--- src/design/pba_ram.sv ---
// Generic single-port RAM with registered read.
// No dependencies.
`default_nettype none
module pba_ram #(
   parameter int WIDTH = 8,
   parameter int DEPTH = 16
) (
   input  wire logic                     clock,
   input  wire logic                     we,
   input  wire logic [$clog2(DEPTH)-1:0] addr,
   input  wire logic [WIDTH-1:0]         wdata,
   output logic      [WIDTH-1:0]         rdata
);
   logic [WIDTH-1:0] mem [DEPTH];
   always_ff @(posedge clock) begin
      if (we) mem[addr] <= wdata;
      rdata <= mem[addr];
   end
endmodule
`default_nettype wire

--- config.mk ---
export PLATFORM = sky130hd
export DESIGN_NAME = pba_ram
export DESIGN_NICKNAME = d
export VERILOG_FILES = /design/src/design/pba_ram.sv
export SDC_FILE = /design/constraint.sdc
export NUM_CORES = 1
export LEC_CHECK = 0
export BUFFER_PORTS_ARGS = -buffer_cell sky130_fd_sc_hd__buf_2
export CAP_MARGIN = 20
export CORE_MARGIN = 1.5
export CORE_UTILIZATION = 50
export CTS_BUF_LIST = sky130_fd_sc_hd__clkbuf_4 sky130_fd_sc_hd__clkbuf_8 sky130_fd_sc_hd__clkbuf_16
export DETAILED_ROUTE_END_ITERATION = 8
export PLACE_DENSITY_LB_ADDON = 0.3
export REMOVE_ABC_BUFFERS = 1
export SLEW_MARGIN = 5
export SYNTH_ARGS = -nofsm -noshare
export SYNTH_HDL_FRONTEND = slang
export SYNTH_SLANG_ARGS = --single-unit
--- constraint.sdc ---
create_clock -name clock -period 2.6 [get_ports clock]
set_input_delay 0.13 -clock clock [delete_from_list [all_inputs] [get_ports clock]]
set_output_delay 0.13 -clock clock [all_outputs]
set_load 0.05 [all_outputs]
# == After elaboration in Yosys (flattened, before gate mapping) ==
# Memories as Yosys holds them, arrays and structs flattened. A register that Yosys moved wholly into a read port is not among the register bits.
# Cells that the tools add are included.
# totals
in_bits,14
ram_bits,128
out_inout_bits,8
reg_bits,0
elab_cells,3
memories,1
# mem_list
memory,words,word_bits,rd,rd_ports_with_merged_regs,write_ports,line_no,text
mem,16,8,1,1,1,14,logic [WIDTH-1:0] mem [DEPTH];
# op_classes
mux,2
# op_table
op,n
$mux W1,2

# == Longest topological paths before layout ==
# Gate-level depths: netlist of the first run.
# logic_depth
depth_word,2
depth_mapped,5
mapped_depth_nobuf,3

# == Worst setup path after synthesis of the first run ==
# Ideal clock, no wire load.
# synth_timing
kind,in2reg
start,input port addr[2]
end,"memory mem[0][0], enable pin"
t_required_ns,2.217
cell_stages,2
n_path_buf,0
setup_slack_ns,0.977
setup_time_ns,0.383
t_arrival_ns,1.240
path_cell_list,or3b_2 nor3_1
# synth_rtl
item,line_no,text
start: declaration,10,"input wire logic [$clog2(DEPTH)-1:0] addr,"
end: declaration,14,
# No word-level cell before the write port.

# == Final worst setup path of the first run ==
# layout_timing
start,input port addr[0]
end,"memory mem[3][3], enable pin"
# No word-level cell before the write port.

==> summary.txt, run 1 <==
Placed design
  – Post-place setup slack: 0.642 ns
  – Placer Congestion: 0.772
  – Placed wire-length estimate: 5930 µm
  – Port bufs: 21

Power and ir drop
  – PwrDens: 834 mW/mm²
  – LEAKAGE: 2.03 nW
  – VDD IR-drop max: 0.000426 V

Clock network
  – PostCTS Resize Cnt: 0
  – CTS Buf Count: 17
  – # Post-CTS Setup Buffers: 0
  – CTS tree: done
  – Deepest clock path buffer count: 2
  – H-tree depth: 4
  – Clock sinks: 136
  – Clock Pin Slew Worst Setup and Hold Paths: 0.06 ns
  – Clock latency on the worst-skew pair: 0.52 ns
  – Root Driver: clkbuf_8

Detailed routing
  – ANT nets after route: 0
  – Final wirelength: 9000 µm
  – Drt pass-1 iters: 4
  – Post-DR vias/cell: 5.51
  – DRC violations left: 0
  – Initial DRC count: 193
  – Avg WL per Cell: 20.9 µm
  – Vias: 2371

Critical path
  – CP max-delay cell: buf_2
  – R2R depth: 3
  – Critical Path Max Stage Delay: 0.46 ns
  – Crit Path Max Fanout: 19
  – Startpoint Class: primary input
  – Critical path required time: 2.84 ns
  – Reg2Reg Setup Slack: 1.27 ns
  – Reg2reg end: rdata[6]
  – Worst r2r src: mem[2][6]
  – Worst setup path start: addr[0]
  – Crit. End Element: flip-flop
  – Crit Path Class: in2reg
  – Critical-path cell list: buf_2, buf_4, nand2_1, nor2_1, buf_4
  – Crit path arrival time: 1.64 ns
  – Crit-path most repeated cell: buf_4

STA
  – Worst Max-Slew Pin Slew: 0.796 ns
  – Final setup fails: 0
  – Final WS setup: 1.19 ns
  – RSZ-0062 raised after global routing: false
  – Setup TNS: 0 ns
  – Max Slew Vio Count: 0
  – Post-route clock skew: 0.00446 ns
  – Slew HR: 46.7%
  – Fin crit share: 54.1%
  – Fmax: 0.711 GHz
  – Count of final hold-check violations: 0
  – Post-layout minimum cycle time: 1.41 ns

Hold path
  – Worst Hold Path EP: rdata[7]
  – Hold Crit Depth: 4
  – Path type of the worst min-delay path: in2reg
  – Hold wc startpoint: addr[1]

Floorplan
  – IO Count: 22
  – Initial Util: 51.6%
  – Die H: 104 µm
  – Core box area: 0.00982 mm²
  – Die footprint: 0.0107 mm²
  – Die Width: 104 µm
  – Row count: 36

GRT
  – Remaining Overflow, GRT: 0
  – Largest net degree at the start of global routing: 33
  – First-pass GRT wire length: 14500 µm
  – Initial antenna violation count: 0
  – All-Layer GR Usage: 18.7%
  – Vias in the first global route: 2585

Finish
  – Nets: 298
  – Ant. Diodes: 0
  – Commonest non-fill, non-tap cells in the layout: edfxtp_1, mux4_2, buf_2
  – Area growth from synthesis to layout: 19.9%
  – Share of cells above drive strength 1: 34.7%
  – Commonest non-fill, non-tap cell in the layout: edfxtp_1

Yosys
  – Mean Syn Cell Area: 22.0 µm²
  – Ys async rst share: 0%
  – Post-synth EDFFs: 128
  – Synthesized cell area: 0.00507 mm²
  – Post-synthesis mux area share: 14.2%
  – Post-Synth Simple-Gate Area: 3.21%
  – Sequential fraction of the synthesis area: 79.0%
  – Primary FF master, synth: edfxtp_1
  – Largest family of logic cells by synthesized area: multiplexers
  – XOR/XNOR share of the synthesized area: 0%
  – Adder-Cell Fraction of Synth Area: 0%
  – Yosys cell types: 18
  – Post-Syn Instances: 230
  – Register bit total from synthesis: 136
  – Synth Area in Compound Gates: 2.37%
  – Synthesis Warnings: 0

Run status
  – Status: finished, final reports clean

Job
  – Max capacitance violation total: 0
## metal layers
layer / wire length (µm) / up-vias / GRT usage [%]
met5: 0 / - / 0
met1: 3890 / 1225 / 24.3
met3: 374 / 18 / 3.78
met2: 4550 / 59 / 29.9
li1: - / 1069 / -
met4: 191 / 0 / 10.2
## where the power goes
part | total, mW | switching, mW | internal (mW)
sequential | 2.46 | 0.0129 | 2.45
clock | 2.33 | 0.838 | 1.49
combinational | 0.278 | 0.175 | 0.103
## what timing repair did
action	CTS	global route
endpoints found under the hold margin	118	0
endpoints found under the setup margin	0	0
hold buffers	8	0
## cells in the mapped netlist (2+ instances only)
library cell	instances	area, µm²
a22oi_1	16	120
buf_1	4	15.0
buf_2	2	10.0
buf_6	2	22.5
clkbuf_1	2	7.51
dfxtp_1	8	160
edfxtp_1	128	3840
mux4_2	32	721
nand2_1	9	33.8
nand2b_1	2	12.5
nand3b_1	2	15.0
nor2_1	13	48.8
nor2b_1	2	12.5
nor3_1	4	20.0
## how the worst max path moves through the flow
stage                endpoint  slack, ns  depth (start not counted)
detailed placement  mem[3][0]       0.64                          5
CTS                  rdata[2]       1.18                          5
floorplan           mem[0][0]       0.98                          2
global route        mem[3][3]        1.0                          5
finish              mem[3][3]       1.19                          5
global placement     rdata[2]       0.67                          5
## state kept, by name, summed over array words and instances, names as in the netlist
signal,flops
mem,128
rdata,8
## through the flow
| stage | area [µm²] | std cells | power (mW) | hold WS [ns] | util, % |
|---|---|---|---|---|---|
| after detailed placement | 5410 | 390 | 2.78 | 0.526 | 55.1 |
| after CTS | 6070 | 430 | 5.11 | 0.202 | 61.9 |
| after global placement | 5410 | 390 | 2.77 | 0.515 | 55.1 |
| final | 6070 | 430 | 5.07 | 0.218 | 61.9 |
| after floorplan | 5010 | 219 | 2.66 | 0.229 | - |
| after global routing | 6070 | 430 | 5.21 | 0.253 | 61.9 |
## cell type report
type / count / area [µm²]
Sequential cell: 136 / 4000
Timing Repair Buffer: 46 / 313
Fill cell: 724 / 3740
Clock buffer: 19 / 435
Clock inverter: 13 / 153
Tap cell: 133 / 166
Multi-Input combinational cell: 83 / 1000
## critical path: cells and delay by family
family | cells | cell delay, ns
simple gates | 2 | 0.53
buf+inv | 3 | 0.97
## kinds of logic (layout without fill, tap and decap cells)
| kind of cell | Yosys count | count (layout) |
|---|---|---|
| flip-flops | 136 | 136 |
| AND/OR/NAND/NOR | 35 | 35 |
| buffers and inverters | 11 | 78 |
| AO/OA/AOI/OAI | 16 | 16 |
| multiplexers | 32 | 32 |
Note: power is estimated with default switching activity, not from simulation.
==> run 2: changes to the inputs <==
- ABC_AREA: default -> 1
- clock period: 2.6 -> 1.2 ns (I/O delays scaled with it)
==> summary.txt, run 2 <==
Run status
  – Status: finished, final reports clean (unchanged)

Critical path
  – CP max-delay cell: dfxtp_1 (was buf_2)
  – Crit. End Element: output pin (was flip-flop)
  – Critical path required time: 1.14 ns (was 2.84 ns)
  – Critical Path Max Stage Delay: 0.32 ns (was 0.46 ns)
  – R2R depth: 8 (was 3)
  – Startpoint Class: flip-flop (was primary input)
  – Crit path arrival time: 1.10 ns (was 1.64 ns)
  – Crit path depth: 1 (was 5)
  – Crit Path Class: reg2out (was in2reg)
  – Critical-path cell list: buf_2 (was buf_2, buf_4, nand2_1, nor2_1, buf_4)
  – Crit-path leading delay family: flip-flops (was buffers and inverters)
  – Crit Path Max Fanout: 1 (was 19)
  – Crit path buf inv count: 1 (was 3)

Finish
  – Most flops, register: mem (unchanged)
  – Area growth from synthesis to layout: 17.6% (was 19.9%)
  – Nets: 614 (was 298)
  – Final instance area: 0.00658 mm² (was 0.00607 mm²)
  – Ant. Diodes: 0 (unchanged)
  – Commonest non-fill, non-tap cells in the layout: nand2_1, edfxtp_1, buf_4 (was edfxtp_1, mux4_2, buf_2)
  – Commonest non-fill, non-tap cell in the layout: nand2_1 (was edfxtp_1)
  – Share of cells above drive strength 1: 12.7% (was 34.7%)
  – Fillcell total: 848 (was 724)
  – Biggest regs: mem (128), rdata (8) (unchanged)
  – Number of flip-flops in the largest register: 128 (unchanged)

Floorplan
  – Die footprint: 0.0118 mm² (was 0.0107 mm²)
  – IO Count: 22 (unchanged)
  – Row count: 38 (was 36)
  – Die Width: 109 µm (was 104 µm)
  – Core box area: 0.0109 mm² (was 0.00982 mm²)
  – Initial Util: 51.4% (was 51.6%)
  – Die H: 109 µm (was 104 µm)

STA
  – Fin crit share: 97.0%
  – Fmax: 0.859 GHz
  – Post-route clock skew: 0.00739 ns (was 0.00446 ns)
  – RSZ-0062 raised after global routing: false (unchanged)
  – Slew HR: 72.7% (was 46.7%)
  – Final setup fails: 0 (unchanged)
  – Post-layout minimum cycle time: 1.16 ns
  – Count of final hold-check violations: 0 (unchanged)
  – Worst Max-Slew Pin Slew: 0.409 ns (was 0.796 ns)
  – Max Slew Vio Count: 0 (unchanged)

Power and ir drop
  – LEAKAGE: 2.85 nW (was 2.03 nW)
  – PwrDens: 1630 mW/mm² (was 834 mW/mm²)
  – VDD IR-drop max: 0.00109 V (was 0.000426 V)
  – Design Power: 10.7 mW (was 5.07 mW)

Detailed routing
  – Initial DRC count: 242 (was 193)
  – ANT nets after route: 0 (unchanged)
  – Vias: 3761 (was 2371)
  – Final wirelength: 12000 µm (was 9000 µm)
  – Post-DR vias/cell: 4.99 (was 5.51)
  – DRC violations left: 0 (unchanged)
  – Avg WL per Cell: 16.0 µm (was 20.9 µm)
  – Drt pass-1 iters: 5 (was 4)

Yosys
  – Post-synth EDFFs: 128 (unchanged)
  – Ys async rst share: 0% (unchanged)
  – Synth cell count leaders: nand2_1, edfxtp_1, inv_1 (was edfxtp_1, mux4_2, a22oi_1)
  – Yosys top cell by area: edfxtp_1 (unchanged)
  – Mean Syn Cell Area: 10.2 µm² (was 22.0 µm²)
  – Register bit total from synthesis: 136 (unchanged)
  – Synthesis Warnings: 0 (unchanged)
  – Sequential fraction of the synthesis area: 71.6% (was 79.0%)
  – Post-Syn Instances: 548 (was 230)
  – Primary FF master, synth: edfxtp_1 (unchanged)
  – Top cells by area, synth: edfxtp_1, nand2_1, dfxtp_1, inv_1, nor2_1 (was edfxtp_1, mux4_2, dfxtp_1, a22oi_1, nor2_1)
  – Yosys top cell area share: 68.7% (was 75.9%)
  – Yosys cell types: 11 (was 18)
  – Synthesized cell area: 0.00559 mm² (was 0.00507 mm²)
  – Most common cell in the netlist: nand2_1 (was edfxtp_1)

Clock network
  – H-tree depth: 4 (unchanged)
  – Clock Pin Slew Worst Setup and Hold Paths: 0.06 ns (about the same)
  – Clock sinks: 136 (unchanged)
  – Deepest clock path buffer count: 2 (unchanged)
  – Clock latency on the worst-skew pair: 0.53 ns (was 0.52 ns)
  – CTS tree: done (unchanged)
  – Root Driver: clkbuf_8 (unchanged)
  – # Post-CTS Setup Buffers: 0 (unchanged)
  – CTS Buf Count: 17 (unchanged)

GRT
  – Vias in the first global route: 3705 (was 2585)
  – First-pass GRT wire length: 19300 µm (was 14500 µm)
  – Remaining Overflow, GRT: 0 (unchanged)
  – Largest net degree at the start of global routing: 49 (was 33)
  – All-Layer GR Usage: 22.8% (was 18.7%)
  – Initial antenna violation count: 0 (unchanged)

Hold path
  – Hold Crit Depth: 1 (was 4)
  – Path type of the worst min-delay path: in2reg (unchanged)

Placed design
  – Cell Area, Placed: 0.00596 mm² (was 0.00541 mm²)
  – Placer Congestion: 0.861 (was 0.772)
  – Placed wire-length estimate: 7620 µm (was 5930 µm)
  – Port bufs: 21 (unchanged)

Job
  – Max capacitance violation total: 0 (unchanged)
==> run 2: cell type report <==
type	count	area, µm²	area share (%)
inverters	23	86.3	1.31
repair buffers	54	392	5.95
multi-input cells	368	1390	21.1
clock inverters	13	106	1.62
flip-flops and latches	136	4000	60.9
well taps	140	175	2.66
clock buffers	19	429	6.52
==> run 2: stage by stage <==
| step | std cells | util, % | TNS (ns) | hold WS [ns] | setup slack [ns] |
|---|---|---|---|---|---|
| global route | 753 | 60.4 | 0 | 0.0140 | 0.000973 |
| CTS | 753 | 60.4 | 0 | 0.00309 | 0.00289 |
| floorplan | 527 | - | -33.83 | 0.159 | -0.425 |
| finish | 753 | 60.4 | 0 | 0.000806 | 0.0355 |
| detailed placement | 714 | 54.8 | 0 | 0.507 | 0.00513 |
| global placement | 714 | 54.8 | -0.0214 | 0.501 | -0.00280 |
==> run 2: what timing repair did <==
item	4_1_cts	5_1_grt
pin swaps	0	0
hold buffers	7	0
setup endpoints to repair	2	1
gates resized for setup	2	1
gates cloned	0	0
hold endpoints to repair	112	0
==> run 2: worst paths after layout <==
kind	from	end	slack (ns)
setup / recovery	rdata[6]	rdata[6]	0.04
hold / removal	wdata[6]	mem[12][6]	0.0008
setup reg to reg	mem[5][4]	rdata[4]	0.20
hold reg to reg	mem[8][0]	rdata[0]	0.71
==> run 2: per-layer routing <==
metal,vias to the layer above,routed length (µm),GRT usage (%)
met5,-,0,0
met4,0,225,8.65
met3,17,825,5.02
met2,147,5670,35.3
met1,1745,5310,31.7
li1,1852,-,-
==> run 2: kinds of logic after synthesis <==
family	count (synthesis)	synth area share, %
simple gates	368	24.8
buf+inv	44	3.62
flops	136	71.6
==> run 2: where the power goes <==
| part | internal (mW) | switching, mW |
|---|---|---|
| combinational | 0.213 | 0.562 |
| sequential | 5.31 | 0.0336 |
| clock | 2.76 | 1.86 |
